<file path="config.mk">
export PLATFORM = sky130hd
export DESIGN_NAME = best_fit_segment_allocator
export DESIGN_NICKNAME = d
export VERILOG_FILES = /design/src/rtl/bfsa_pkg.sv /design/src/rtl/best_fit_segment_allocator.sv /design/src/rtl/bfsa_ram.sv
export SDC_FILE = /design/constraint.sdc
export NUM_CORES = 2
export LEC_CHECK = 0
export BUFFER_PORTS_ARGS = -buffer_cell sky130_fd_sc_hd__buf_2
export CAP_MARGIN = 20
export CORE_MARGIN = 4
export CORE_UTILIZATION = 37
export DETAILED_ROUTE_END_ITERATION = 12
export GPL_TIMING_DRIVEN = 0
export PLACE_DENSITY = 0.63
export SLEW_MARGIN = 20
export SYNTH_ARGS = -nofsm -noshare
export SYNTH_HDL_FRONTEND = slang
export SYNTH_SLANG_ARGS = --single-unit
export TNS_END_PERCENT = 5
</file>
<file path="constraint.sdc">
create_clock -name clock -period 7.4 [get_ports clock]
set_input_delay 1.48 -clock clock [delete_from_list [all_inputs] [get_ports clock]]
set_output_delay 1.48 -clock clock [all_outputs]
set_load 0.05 [all_outputs]
</file>
<file path="src/rtl/bfsa_pkg.sv">
// Shared types and codes for the best-fit segment allocator.
`default_nettype none
package bfsa_pkg;
   localparam logic [2:0] ST_OK      = 3'd0;
   localparam logic [2:0] ST_NOFIT   = 3'd1;
   localparam logic [2:0] ST_RANGE   = 3'd2;
   localparam logic [2:0] ST_OVERLAP = 3'd3;
   localparam logic [2:0] ST_DOUBLE  = 3'd4;
   localparam logic [2:0] ST_FULL    = 3'd5;
   localparam logic [2:0] ST_BADSIZE = 3'd6;

   localparam logic KIND_ALLOC = 1'b0;
   localparam logic KIND_FREE  = 1'b1;

   localparam int SIZE_W = 21;
   localparam int OUT_ADDR_W = 20;
   localparam logic [SIZE_W-1:0] HEAP_RESET = 21'd1048576;

   typedef enum logic [3:0] {
      S_IDLE,
      S_SCAN,
      S_SCAN_WAIT,
      S_DECIDE,
      S_SHIFT_RD,
      S_SHIFT_WR,
      S_WRITE,
      S_RESP
   } state_type;
endpackage
`default_nettype wire

</file>
<file path="src/rtl/best_fit_segment_allocator.sv">
// Best-fit segment allocator: top level with control sequencer and segment table.
//
// Usage: requests enter on req_ (tuser = kind, tdata = size_blocks, address).
// Each request produces one response beat on rsp_ (status, granted_address).
// One request is handled at a time. A request reads the table entry by entry
// through the registered-read memory port: a scan of up to segment_count
// entries, then an entry shift (remove or insert) that reads and rewrites
// each moved entry, then at most one write-back.
// The result waits in an output register; req_tready returns once it is taken,
// so a stalled receiver holds the sequencer.
// Reset (and any csr_ write) sets the table to one segment (0, heap size), or
// to none if the heap size is zero; entries past segment_count are never read,
// so no clearing pass is needed. csr_ writes are taken whenever the block is
// idle and not writing the initial entry; a pending csr_ beat holds off requests.
`default_nettype none
module best_fit_segment_allocator
   import bfsa_pkg::*;
#(
   parameter int MAX_SEGMENTS = 64,
   parameter int ADDR_BITS = 20
) (
   input  wire logic        clock,
   input  wire logic        reset,
   input  wire logic        req_tvalid,
   output logic             req_tready,
   // tdata: [20:0] size_blocks, [40:21] address, zero pad to 48
   input  wire logic [47:0] req_tdata,
   // tuser: [0] kind
   input  wire logic        req_tuser,
   output logic             rsp_tvalid,
   input  wire logic        rsp_tready,
   // tdata: [2:0] status, [22:3] granted_address, zero pad to 24
   output logic [23:0]      rsp_tdata,
   input  wire logic        csr_valid,
   output logic             csr_ready,
   input  wire logic [20:0] csr_data
);
   localparam int IW = $clog2(MAX_SEGMENTS);
   localparam int CW = $clog2(MAX_SEGMENTS + 1);
   localparam int AW = ADDR_BITS;
   localparam int LW = ADDR_BITS + 1;
   localparam int EW = AW + LW;
   // wide enough for raw request fields and any heap size
   localparam int XW = (LW > 22) ? LW : 22;
   localparam logic [LW-1:0] CAP = LW'(1) << ADDR_BITS;

   state_type state_ff, state_in;
   logic [LW-1:0] heap_ff, heap_in;
   logic [CW-1:0] count_ff, count_in;
   logic          kind_ff, kind_in;
   logic [LW-1:0] size_ff, size_in;
   logic [AW-1:0] addr_ff, addr_in;
   logic [CW-1:0] idx_ff, idx_in;
   logic          found_ff, found_in;
   logic [IW-1:0] best_ff, best_in;
   logic [AW-1:0] bstart_ff, bstart_in;
   logic [LW-1:0] blen_ff, blen_in;
   // free: pos and neighbors
   logic          hprev_ff, hprev_in, hnext_ff, hnext_in;
   logic [AW-1:0] pstart_ff, pstart_in, nstart_ff, nstart_in;
   logic [LW-1:0] plen_ff, plen_in, nlen_ff, nlen_in;
   logic [CW-1:0] pos_ff, pos_in;
   logic          shdir_ff, shdir_in;   // 1 insert (move up), 0 remove (move down)
   logic [CW-1:0] shidx_ff, shidx_in, shend_ff, shend_in;
   logic [IW-1:0] wptr_ff, wptr_in;
   logic [EW-1:0] wdat_ff, wdat_in;
   logic [2:0]    st_ff, st_in;
   logic [AW-1:0] gr_ff, gr_in;
   logic          init_ff, init_in;

   logic          we;
   logic [IW-1:0] wa, ra;
   logic [EW-1:0] wd, rd;
   logic [AW-1:0] rs;
   logic [LW-1:0] rl;
   logic [LW-1:0] csr_cap;
   logic [LW:0]   endv, pend;

   bfsa_ram #(.WIDTH(EW), .DEPTH(MAX_SEGMENTS)) u_table (
      .clock(clock), .wr_en(we), .wr_addr(wa), .wr_data(wd),
      .rd_addr(ra), .rd_data(rd)
   );

   assign rs = rd[AW-1:0];
   assign rl = rd[EW-1:AW];
   assign req_tready = (state_ff == S_IDLE) && !init_ff && !csr_valid;
   assign csr_ready  = (state_ff == S_IDLE) && !init_ff;
   assign rsp_tvalid = (state_ff == S_RESP);
   assign rsp_tdata  = {1'b0, OUT_ADDR_W'(gr_ff), st_ff};
   assign csr_cap = (XW'(csr_data) > XW'(CAP)) ? CAP : LW'(csr_data);
   assign endv = {1'b0, addr_ff} + {1'b0, size_ff};
   assign pend = {1'b0, pstart_ff} + {1'b0, plen_ff};

   always_ff @(posedge clock) begin
      if (reset) begin
         state_ff <= S_IDLE;
         heap_ff  <= (XW'(HEAP_RESET) > XW'(CAP)) ? CAP : LW'(HEAP_RESET);
         count_ff <= CW'(1);
         init_ff  <= 1'b1;
      end else begin
         state_ff <= state_in;
         heap_ff  <= heap_in;
         count_ff <= count_in;
         init_ff  <= init_in;
      end
      kind_ff <= kind_in;   size_ff <= size_in;   addr_ff <= addr_in;
      idx_ff <= idx_in;     found_ff <= found_in; best_ff <= best_in;
      bstart_ff <= bstart_in; blen_ff <= blen_in;
      hprev_ff <= hprev_in; hnext_ff <= hnext_in;
      pstart_ff <= pstart_in; plen_ff <= plen_in;
      nstart_ff <= nstart_in; nlen_ff <= nlen_in;
      pos_ff <= pos_in;     shdir_ff <= shdir_in;
      shidx_ff <= shidx_in; shend_ff <= shend_in;
      wptr_ff <= wptr_in;   wdat_ff <= wdat_in;
      st_ff <= st_in;       gr_ff <= gr_in;
   end

   always_comb begin
      state_in = state_ff; heap_in = heap_ff; count_in = count_ff; init_in = init_ff;
      kind_in = kind_ff; size_in = size_ff; addr_in = addr_ff;
      idx_in = idx_ff; found_in = found_ff; best_in = best_ff;
      bstart_in = bstart_ff; blen_in = blen_ff;
      hprev_in = hprev_ff; hnext_in = hnext_ff;
      pstart_in = pstart_ff; plen_in = plen_ff;
      nstart_in = nstart_ff; nlen_in = nlen_ff;
      pos_in = pos_ff; shdir_in = shdir_ff; shidx_in = shidx_ff; shend_in = shend_ff;
      wptr_in = wptr_ff; wdat_in = wdat_ff; st_in = st_ff; gr_in = gr_ff;
      we = 1'b0; wa = '0; wd = '0; ra = idx_ff[IW-1:0];
      case (state_ff)
         S_IDLE: begin
            if (init_ff) begin
               // write the whole-heap entry after reset
               init_in = 1'b0;
               we = (heap_ff != '0);
               wd = {heap_ff, AW'(0)};
               count_in = (heap_ff != '0) ? CW'(1) : CW'(0);
            end else if (csr_valid) begin
               heap_in = csr_cap;
               init_in = 1'b1;
            end else if (req_tvalid) begin
               kind_in = req_tuser;
               size_in = LW'(req_tdata[20:0]);
               addr_in = AW'(req_tdata[40:21]);
               idx_in = '0; found_in = 1'b0; hprev_in = 1'b0; hnext_in = 1'b0;
               pos_in = '0; gr_in = '0;
               if (req_tdata[20:0] == 21'd0) begin
                  st_in = ST_BADSIZE; state_in = S_RESP;
               end else if (req_tuser == KIND_FREE &&
                            (XW'(req_tdata[40:21]) + XW'(req_tdata[20:0]))
                            > XW'(heap_ff)) begin
                  st_in = ST_RANGE; state_in = S_RESP;
               end else if (XW'(req_tdata[20:0]) > XW'(heap_ff) &&
                            req_tuser == KIND_ALLOC) begin
                  // no segment is longer than the heap
                  st_in = ST_NOFIT; state_in = S_RESP;
               end else begin
                  state_in = S_SCAN;
               end
            end
         end
         S_SCAN: begin
            // issue read of entry idx
            if (idx_ff >= count_ff) begin
               state_in = S_DECIDE;
            end else begin
               state_in = S_SCAN_WAIT;
            end
         end
         S_SCAN_WAIT: begin
            idx_in = idx_ff + CW'(1);
            state_in = S_SCAN;
            if (kind_ff == KIND_ALLOC) begin
               if (rl >= size_ff && (!found_ff || rl < blen_ff)) begin
                  found_in = 1'b1; best_in = idx_ff[IW-1:0];
                  bstart_in = rs; blen_in = rl;
               end
            end else if (rs <= addr_ff) begin
               hprev_in = 1'b1; pstart_in = rs; plen_in = rl; pos_in = idx_ff + CW'(1);
            end else begin
               hnext_in = 1'b1; nstart_in = rs; nlen_in = rl;
               state_in = S_DECIDE;
            end
         end
         S_DECIDE: begin
            state_in = S_RESP;
            st_in = ST_OK;
            if (kind_ff == KIND_ALLOC) begin
               if (!found_ff) begin
                  st_in = ST_NOFIT;
               end else begin
                  gr_in = bstart_ff;
                  if (blen_ff == size_ff) begin
                     shdir_in = 1'b0; shidx_in = CW'(best_ff) + CW'(1);
                     shend_in = count_ff; count_in = count_ff - CW'(1);
                     state_in = S_SHIFT_RD;
                  end else begin
                     wptr_in = best_ff;
                     wdat_in = {blen_ff - size_ff, bstart_ff + AW'(size_ff)};
                     state_in = S_WRITE;
                  end
               end
            end else if (hprev_ff && {1'b0, addr_ff} < pend) begin
               st_in = (endv <= pend) ? ST_DOUBLE : ST_OVERLAP;
            end else if (hnext_ff && endv > {1'b0, nstart_ff}) begin
               st_in = ST_OVERLAP;
            end else if (hprev_ff && pend == {1'b0, addr_ff}) begin
               wptr_in = IW'(pos_ff - CW'(1));
               if (hnext_ff && endv == {1'b0, nstart_ff}) begin
                  wdat_in = {plen_ff + size_ff + nlen_ff, pstart_ff};
                  shdir_in = 1'b0; shidx_in = pos_ff + CW'(1);
                  shend_in = count_ff; count_in = count_ff - CW'(1);
                  state_in = S_SHIFT_RD;
               end else begin
                  wdat_in = {plen_ff + size_ff, pstart_ff};
                  state_in = S_WRITE;
               end
            end else if (hnext_ff && endv == {1'b0, nstart_ff}) begin
               wptr_in = IW'(pos_ff);
               wdat_in = {nlen_ff + size_ff, addr_ff};
               state_in = S_WRITE;
            end else if (count_ff >= CW'(MAX_SEGMENTS)) begin
               st_in = ST_FULL;
            end else begin
               wptr_in = IW'(pos_ff);
               wdat_in = {size_ff, addr_ff};
               shdir_in = 1'b1; shidx_in = count_ff; shend_in = pos_ff;
               count_in = count_ff + CW'(1);
               state_in = S_SHIFT_RD;
            end
         end
         S_SHIFT_RD: begin
            // remove: move shidx down to shidx-1; insert: move shidx-1 up to shidx
            if (shidx_ff == shend_ff) begin
               state_in = (kind_ff == KIND_ALLOC) ? S_RESP : S_WRITE;
            end else begin
               ra = shdir_ff ? IW'(shidx_ff - CW'(1)) : IW'(shidx_ff);
               state_in = S_SHIFT_WR;
            end
         end
         S_SHIFT_WR: begin
            we = 1'b1;
            wd = rd;
            if (shdir_ff) begin
               wa = IW'(shidx_ff);
               shidx_in = shidx_ff - CW'(1);
            end else begin
               wa = IW'(shidx_ff - CW'(1));
               shidx_in = shidx_ff + CW'(1);
            end
            state_in = S_SHIFT_RD;
         end
         S_WRITE: begin
            we = 1'b1; wa = wptr_ff; wd = wdat_ff;
            state_in = S_RESP;
         end
         S_RESP: begin
            if (rsp_tready) begin
               state_in = S_IDLE;
            end
         end
         default: state_in = S_IDLE;
      endcase
   end
endmodule
`default_nettype wire

</file>
<file path="src/rtl/bfsa_ram.sv">
// Generic single-port-write, single-read RAM with registered read data.
`default_nettype none
module bfsa_ram #(
   parameter int WIDTH = 8,
   parameter int DEPTH = 16
) (
   input  wire logic                     clock,
   input  wire logic                     wr_en,
   input  wire logic [$clog2(DEPTH)-1:0] wr_addr,
   input  wire logic [WIDTH-1:0]         wr_data,
   input  wire logic [$clog2(DEPTH)-1:0] rd_addr,
   output logic      [WIDTH-1:0]         rd_data
);
   logic [WIDTH-1:0] mem [DEPTH];

   always_ff @(posedge clock) begin
      if (wr_en) begin
         mem[wr_addr] <= wr_data;
      end
      rd_data <= mem[rd_addr];
   end
endmodule
`default_nettype wire
</file>
Yosys cells after proc, flatten, opt, wreduce, memory -nomap -nowiden

Memories as Yosys holds them, arrays and structs flattened. A register that Yosys moved wholly into a read port is not among the register bits.
Cells that the tools add are included.

Memories kept: 1
Word-level logic and storage cells: 269
Output and inout bits: 27
Flip-flop bits (word level): 306
Input port bits: 75
Memory bits (writable): 2624

Memories:

| memory      | depth | width | rd ports | clocked after memory_dff | write ports | line           | source |
|---|---|---|---|---|---|---|---|
| u_table.mem | 64    | 41    | 1        | 1                        | 1           | bfsa_ram.sv:14 | `logic [WIDTH-1:0] mem [DEPTH];` |

Multiplexer cells: 134
Eq/ne operators: 38
Reduce and logical (&&, ||, !) cells: 38
Add/subtract/negate cells: 16
Magnitude comparators: 11
Bitwise gates (word level): 5

Operators by type and width:

| kind                  | count |
|---|---|
| $mux W41              | 10 |
| $mux W7               | 34 |
| $pmux W41 S3          | 1 |
| $mux W20              | 5 |
| $mux W6               | 12 |
| $add A20 B21 Y22      | 3 |
| $add A21 B21 Y21      | 3 |
| $pmux W7 S2           | 4 |
| $mux W3               | 16 |
| $eq A22 B20 Y1        | 2 |
| $pmux W20 S2          | 1 |
| $mux W4               | 8 |
| $pmux W4 S8           | 1 |
| $reduce_and A6 Y1     | 5 |
| $add A7 B1 Y7 const B | 4 |
| $ne A2 B2 Y1 const B  | 14 |
| $mux W1               | 27 |
| $gt A22 B20 Y1        | 1 |
| $gt A22 B21 Y1        | 1 |
| $le A22 B22 Y1        | 1 |
| $lt A20 B22 Y1        | 1 |
| $eq A21 B21 Y1        | 1 |
| $ge A21 B21 Y1        | 1 |
| $gt A21 B21 Y1        | 1 |
| 38 further kinds      | 85 |

Depth between registers and ports, before layout

Depth in word-level cells: 9
Depth in mapped cells: 27
Mapped depth without buffers: 26

Cells and area by module

Synthesis repeated with hierarchy kept, for this count alone.

Cell total of the unflattened synthesis: 6752
Area total of the unflattened synthesis: 124912.3 um^2

Modules (own cells, without submodules):

| module                     | area an instance (um^2) | times used | cells each | sequential area each (um^2) |
|---|---|---|---|---|
| bfsa_ram                   | 100405.0                | 1          | 4216       | 79616.4 |
| best_fit_segment_allocator | 24507.3                 | 1          | 2536       | 8838.5 |

Worst setup path after synthesis

OpenSTA, ideal clock, no wires.

Path kind: register to register
From: register size_ff[1]
To: register wdat_ff[0], enable pin
Setup slack: 700 ps
Buffers on the path: 0
Data arrival time: 6249 ps
Setup time: 452 ps
Stages on the path, launching flop included: 22
Path through: edfxtp_1 > ha_1 > a21oi_1 > o21bai_1 > nor4_1 > o31ai_1 > o22ai_1 > inv_1 > a21oi_1 > o21bai_1 > a21oi_1 > xnor2_1 > ha_1 > nand4_1 > or4_1 > nor3_2 > nor2_1 > o21a_1 > or4_1 > o311ai_2 > a32oi_1 > nor2_1

Cells in the longest elaborated chain, start to end: 5
Elaborated cells on any way between the ends: 10

Ends and longest elaborated chain:

| element                                                              | line                                                                 | source |
|---|---|---|
| start: declaration                                                   | best_fit_segment_allocator.sv:51                                     | `logic [LW-1:0] size_ff, size_in;` |
| start signal: assignment                                             | best_fit_segment_allocator.sv:106                                    | `kind_ff <= kind_in; size_ff <= size_in; addr_ff <= addr_in;` |
| $add A20 B21 Y22                                                     | best_fit_segment_allocator.sv:91                                     | `assign endv = {1'b0, addr_ff} + {1'b0, size_ff};` |
| $gt A22 B20 Y1 / $eq A22 B20 Y1 (equally long branches)              | best_fit_segment_allocator.sv:204, best_fit_segment_allocator.sv:217 |  |
| $logic_and A1 B1 Y1 (on tied branches)                               | best_fit_segment_allocator.sv:204, best_fit_segment_allocator.sv:217 |  |
| $ne A2 B2 Y1 (no source line) / $ne A4 B4 Y1 (equally long branches) | --                                                                   |  |
| $reduce_and A6 Y1 (no source line) *                                 | --                                                                   |  |
| end signal: assignment                                               | best_fit_segment_allocator.sv:114                                    | `wptr_ff <= wptr_in; wdat_ff <= wdat_in;` |
| end: declaration                                                     | best_fit_segment_allocator.sv:66                                     | `logic [EW-1:0] wdat_ff, wdat_in;` |

Every way passes the cells marked *; elsewhere a longest branch is shown, timed or not.
A chain may end at the register's enable or synchronous reset.

Worst setup path in the final report

From: register size_ff[0]
To: register wdat_ff[29], data pin

Cells in the longest elaborated chain, start to end: 8
Elaborated cells on any way between the ends: 15

Ends and longest elaborated chain:

| element                                                                  | line                              | source |
|---|---|---|
| parallel branches: the longest is 7 deep, another holds $add A21 B21 Y21 | --                                |  |
| $mux W41 *                                                               | best_fit_segment_allocator.sv:187 | `if (kind_ff == KIND_ALLOC) begin` |

Mark *: on every way between the ends. The select of a mux whose other input is x is not followed.

==> key figures <==
GRT
  • Largest net degree at the start of global routing: 65
  • GR Overflow Total: 0
  • First-pass GRT wire length: between 500000 and 600000 um
  • Initial antenna violation count: 26
  • Number of global-route vias before repair: slightly above 70000
  • GRT Resource Usage Total: between 20% and 30%

Setup path
  • Critical Path End Type: register
  • Critical Path RT: approximately 8 ns
  • Register-to-Register Path Depth: 24
  • Arr. time, crit path: approximately 7.6 ns
  • Crit Path Class: reg2reg
  • Startpoint types: register
  • Max FO, Critical Path: 10

Yosys
  • EDFF count, synth: ~2900
  • Complex-gate fraction of the synthesized area: under 10%
  • Adder-cell share of the synthesized area: under 10%
  • Largest family of logic cells by synthesized area: multiplexers
  • Synthesis warning total: 0
  • Post-synthesis cell type count: 79
  • Synthesized Nets: between 7000 and 8000
  • Post-synthesis xor/xnor area fraction: 1.24%
  • Post-synthesis sequential area ratio: 70.5%
  • #FFs+latches synth: 2970
  • Synthesized area per cell: around 17 um^2
  • Top FF cell, synth: edfxtp_1
  • Mapped Area: between 100000 and 150000 um^2
  • Syn Inst Count: about 7200
  • Post-synth ARST share: 0%
  • Simple-gate portion of the synthesized area: under 10%
  • Mux cell area share after synthesis: about 12%

Place
  • Number of port buffers: between 90 and 100
  • Routability Congestion: 0.946
  • Placed cell areas: 136000 um^2
  • DP HPWL: 262000 um

Power
  • NetSw: between 20 and 25 mW
  • Int Pwr: roughly 36 mW
  • Sw Ratio: 36.2%
  • Total power: about 57 mW
  • Peak supply drop: between 0.2 and 0.25 mV
  • Pwr/cell area: 389 nW/um^2
  • Comb pwr share: 36.4%
  • Static Leak: 48.9 nW
  • Seq pwr share: a little over a third
  • Clock power share: between 20% and 30%

STA
  • Setup TNS: 0 ns
  • Max-slew violations: 0
  • RSZ-0062 raised after global routing: false
  • Final Skew: approximately 0.12 ns
  • Final period utilization: a little over nine tenths
  • Final hold vios: 0
  • Slew @ Worst Pin: around 1.2 ns
  • Final-report setup violation count: 0
  • Max_slew headroom: 18.2%
  • Max Freq: around 140 MHz
  • Minimum clock period: between 7 and 8 ns

Clock network
  • Htree depth: 5
  • Clock Tree Root: clkbuf_16
  • Clock Path Buffers: 4
  • Clock insertion delay at the later pin of the skew report: approximately 0.91 ns
  • CTS tree: built
  • CTS sink count: 2970
  • Clock transition at the registers of the reported paths: around 0.060 ns
  • Post-CTS Hold Buffers: 0
  • TritonCTS Buffers: approximately 300

Min path
  • Worst Hold Path Cells: 2
  • Hold WC Path Type: reg2reg

Floorplanning
  • Initial cell density of the core: approximately 37%
  • Width of the die: slightly below 600 um
  • Die area: between 300000 and 400000 um^2
  • Height of the die: a little under 600 um
  • I/O pins: just over 100
  • Row cnt: 213
  • Core area: between 300000 and 400000 um^2

Finish
  • Number of fill cells in the layout: 29000
  • Share of cells above drive strength 1: 21.1%
  • Area taken by multi-input logic gates: roughly 35000 um^2
  • Area Overhead vs Synth: 16.7%
  • Register area: ~90000 um^2
  • Final nets: about 8000
  • Final instance area: about 150000 um^2

Route
  • Residual DRC count: 0
  • Routed wire length: 370000 um
  • 1st-iter DRT viols: ~8600
  • Average vias per placed instance: about 5.7
  • Total number of vias: between 70000 and 80000
  • DRT antenna net count: 0
  • Pre-antenna DRT Iters: 6
  • WL/cell: between 20 and 30 um

Job
  • Max Cap Viol: 0

Outcome
  • Status: completed
-- routing by layer --
metal | track usage (%) | wire (um) | up-vias | share of wire (%)
met5 | 0 | 41 | - | 0.011
met4 | 6.20 | 12200 | 6 | 3.3
met3 | 4.42 | 34700 | 648 | 9.4
met2 | 33.3 | 174000 | 3600 | 47
met1 | 28.5 | 149000 | 37500 | 40
li1 | - | - | 30200 | -
-- timing repair --
action	4_1_cts	5_1_grt
setup endpoints to repair	27	46
setup buffers	0	9
gates resized for setup	4	5
cloned	0	0
-- registers in the layout, summed over array words and instances, names as in the netlist, 3 cells and up --
name	count
u_table.mem	2624
u_table.rd_data	41
wdat_ff	41
blen_ff	21
heap_ff	21
nlen_ff	21
plen_ff	21
size_ff	21
addr_ff	20
bstart_ff	20
gr_ff	20
nstart_ff	20
pstart_ff	20
count_ff	7
idx_ff	7
pos_ff	7
shend_ff	7
shidx_ff	7
best_ff	6
wptr_ff	6
st_ff	3
state_ff	3
-- cell type report --
type,count,share of cell area (%)
inverters,197,0.512
diodes,6,0.0103
well taps,4515,3.86
flip-flops and latches,2970,60.4
clock inverters,138,0.892
clock buffers,412,5.86
plain buffers,327,1.10
repair buffers,274,3.15
multi-input cells,3712,24.2
-- final timing paths --
path | from | end | slack, ns
worst max-delay path | size_ff[0] | wdat_ff[29] | 0.31
worst min-delay path | init_ff | init_ff | 0.50
worst max register to register | size_ff[0] | wdat_ff[29] | 0.31
worst min register to register | init_ff | init_ff | 0.50
-- power groups by stage --
stage	logic [mW]	registers, mW	clock network (mW)
after floorplan	12.5	20.8	0
after global placement	19.7	21.3	0
after detailed placement	20.4	21.2	0
after CTS	20.5	20.9	15.6
after global routing	22.1	20.9	16.3
final	20.8	20.9	15.4
-- cells in the final DEF (no fill, tap or decap), types with 51 or more instances in the layout --
cell type  instances
o22ai_1          101
xor2_1            75
clkinv_2          51
mux4_2           656
ha_1             342
buf_12            80
a31oi_1          134
a211oi_1          61
clkbuf_1         192
xnor2_1          103
nor2_4            67
a21oi_1          246
inv_1            174
buf_2            204
dfxtp_1           73
o21ai_0          163
and3_1           140
a21o_1            95
clkbuf_16        319
nor2_1           212
buf_16            87
nand2_1          672
edfxtp_1        2897
-- cell usage after synthesis, types with 45 or more instances --
| cell | n | area (um^2) |
|---|---|---|
| edfxtp_1 | 2897 | 87000 |
| nand2_1 | 673 | 2530 |
| mux4_2 | 656 | 14800 |
| ha_1 | 342 | 4280 |
| nor2_1 | 279 | 1050 |
| a21oi_1 | 248 | 1240 |
| inv_1 | 195 | 732 |
| o21ai_0 | 164 | 821 |
| and3_1 | 140 | 876 |
| a31oi_1 | 138 | 863 |
| clkbuf_1 | 136 | 510 |
| buf_2 | 111 | 556 |
| xnor2_1 | 103 | 902 |
| o22ai_1 | 101 | 632 |
| a21o_1 | 95 | 713 |
| xor2_1 | 75 | 657 |
| dfxtp_1 | 73 | 1460 |
| a211oi_1 | 61 | 458 |
| mux2i_1 | 48 | 480 |
| nand3_1 | 45 | 225 |
| o21a_1 | 45 | 338 |
-- per-stage QoR --
step / instances / utilization, % / hold slack, ns / worst slack, ns
6_report: 12600 / 43.4 / 0.500 / 0.306
5_1_grt: 12500 / 43.4 / 0.514 / 0.0230
4_1_cts: 12500 / 43.4 / 0.497 / 0.00494
3_5_place_dp: 12000 / 40.4 / 0.487 / -0.373
3_3_place_gp: 11800 / 39.0 / 0.472 / -2.46
2_1_floorplan: 7207 / - / 0.443 / 0.700
-- critical path: stages, from the launching register on --
cell and delay [ns]:
edfxtp_1 0.70, ha_1 0.37, a21oi_1 0.26, o21bai_1 0.14, nor4_1 0.41, o31ai_1 0.23, o22ai_1 0.30, inv_1 0.14
a21oi_1 0.27, o21bai_1 0.09, a21oi_1 0.18, xnor2_1 0.18, ha_1 0.29, nand4_1 0.20, nor2_1 0.09, and3_1 0.19
nand3_1 0.09, nor2_1 0.06, a31oi_2 0.57, clkbuf_2 0.43, buf_1 0.52, clkbuf_1 0.51, o211ai_1 0.27, nand3_1 0.20
o21ai_0 0.11
-- logic make-up (layout without fill, tap and decap cells) --
| group | after synthesis | in the layout |
|---|---|---|
| AND/OR/NAND/NOR | 1385 | 1385 |
| adder cells (fa/ha/maj) | 350 | 350 |
| XOR/XNOR | 178 | 178 |
| AO/OA/AOI/OAI | 1088 | 1088 |
| buffers and inverters | 525 | 1348 |
| flip-flops | 2970 | 2970 |
| multiplexers | 710 | 710 |
| other | 1 | 7 |
Power figures use the tool's default switching activity.
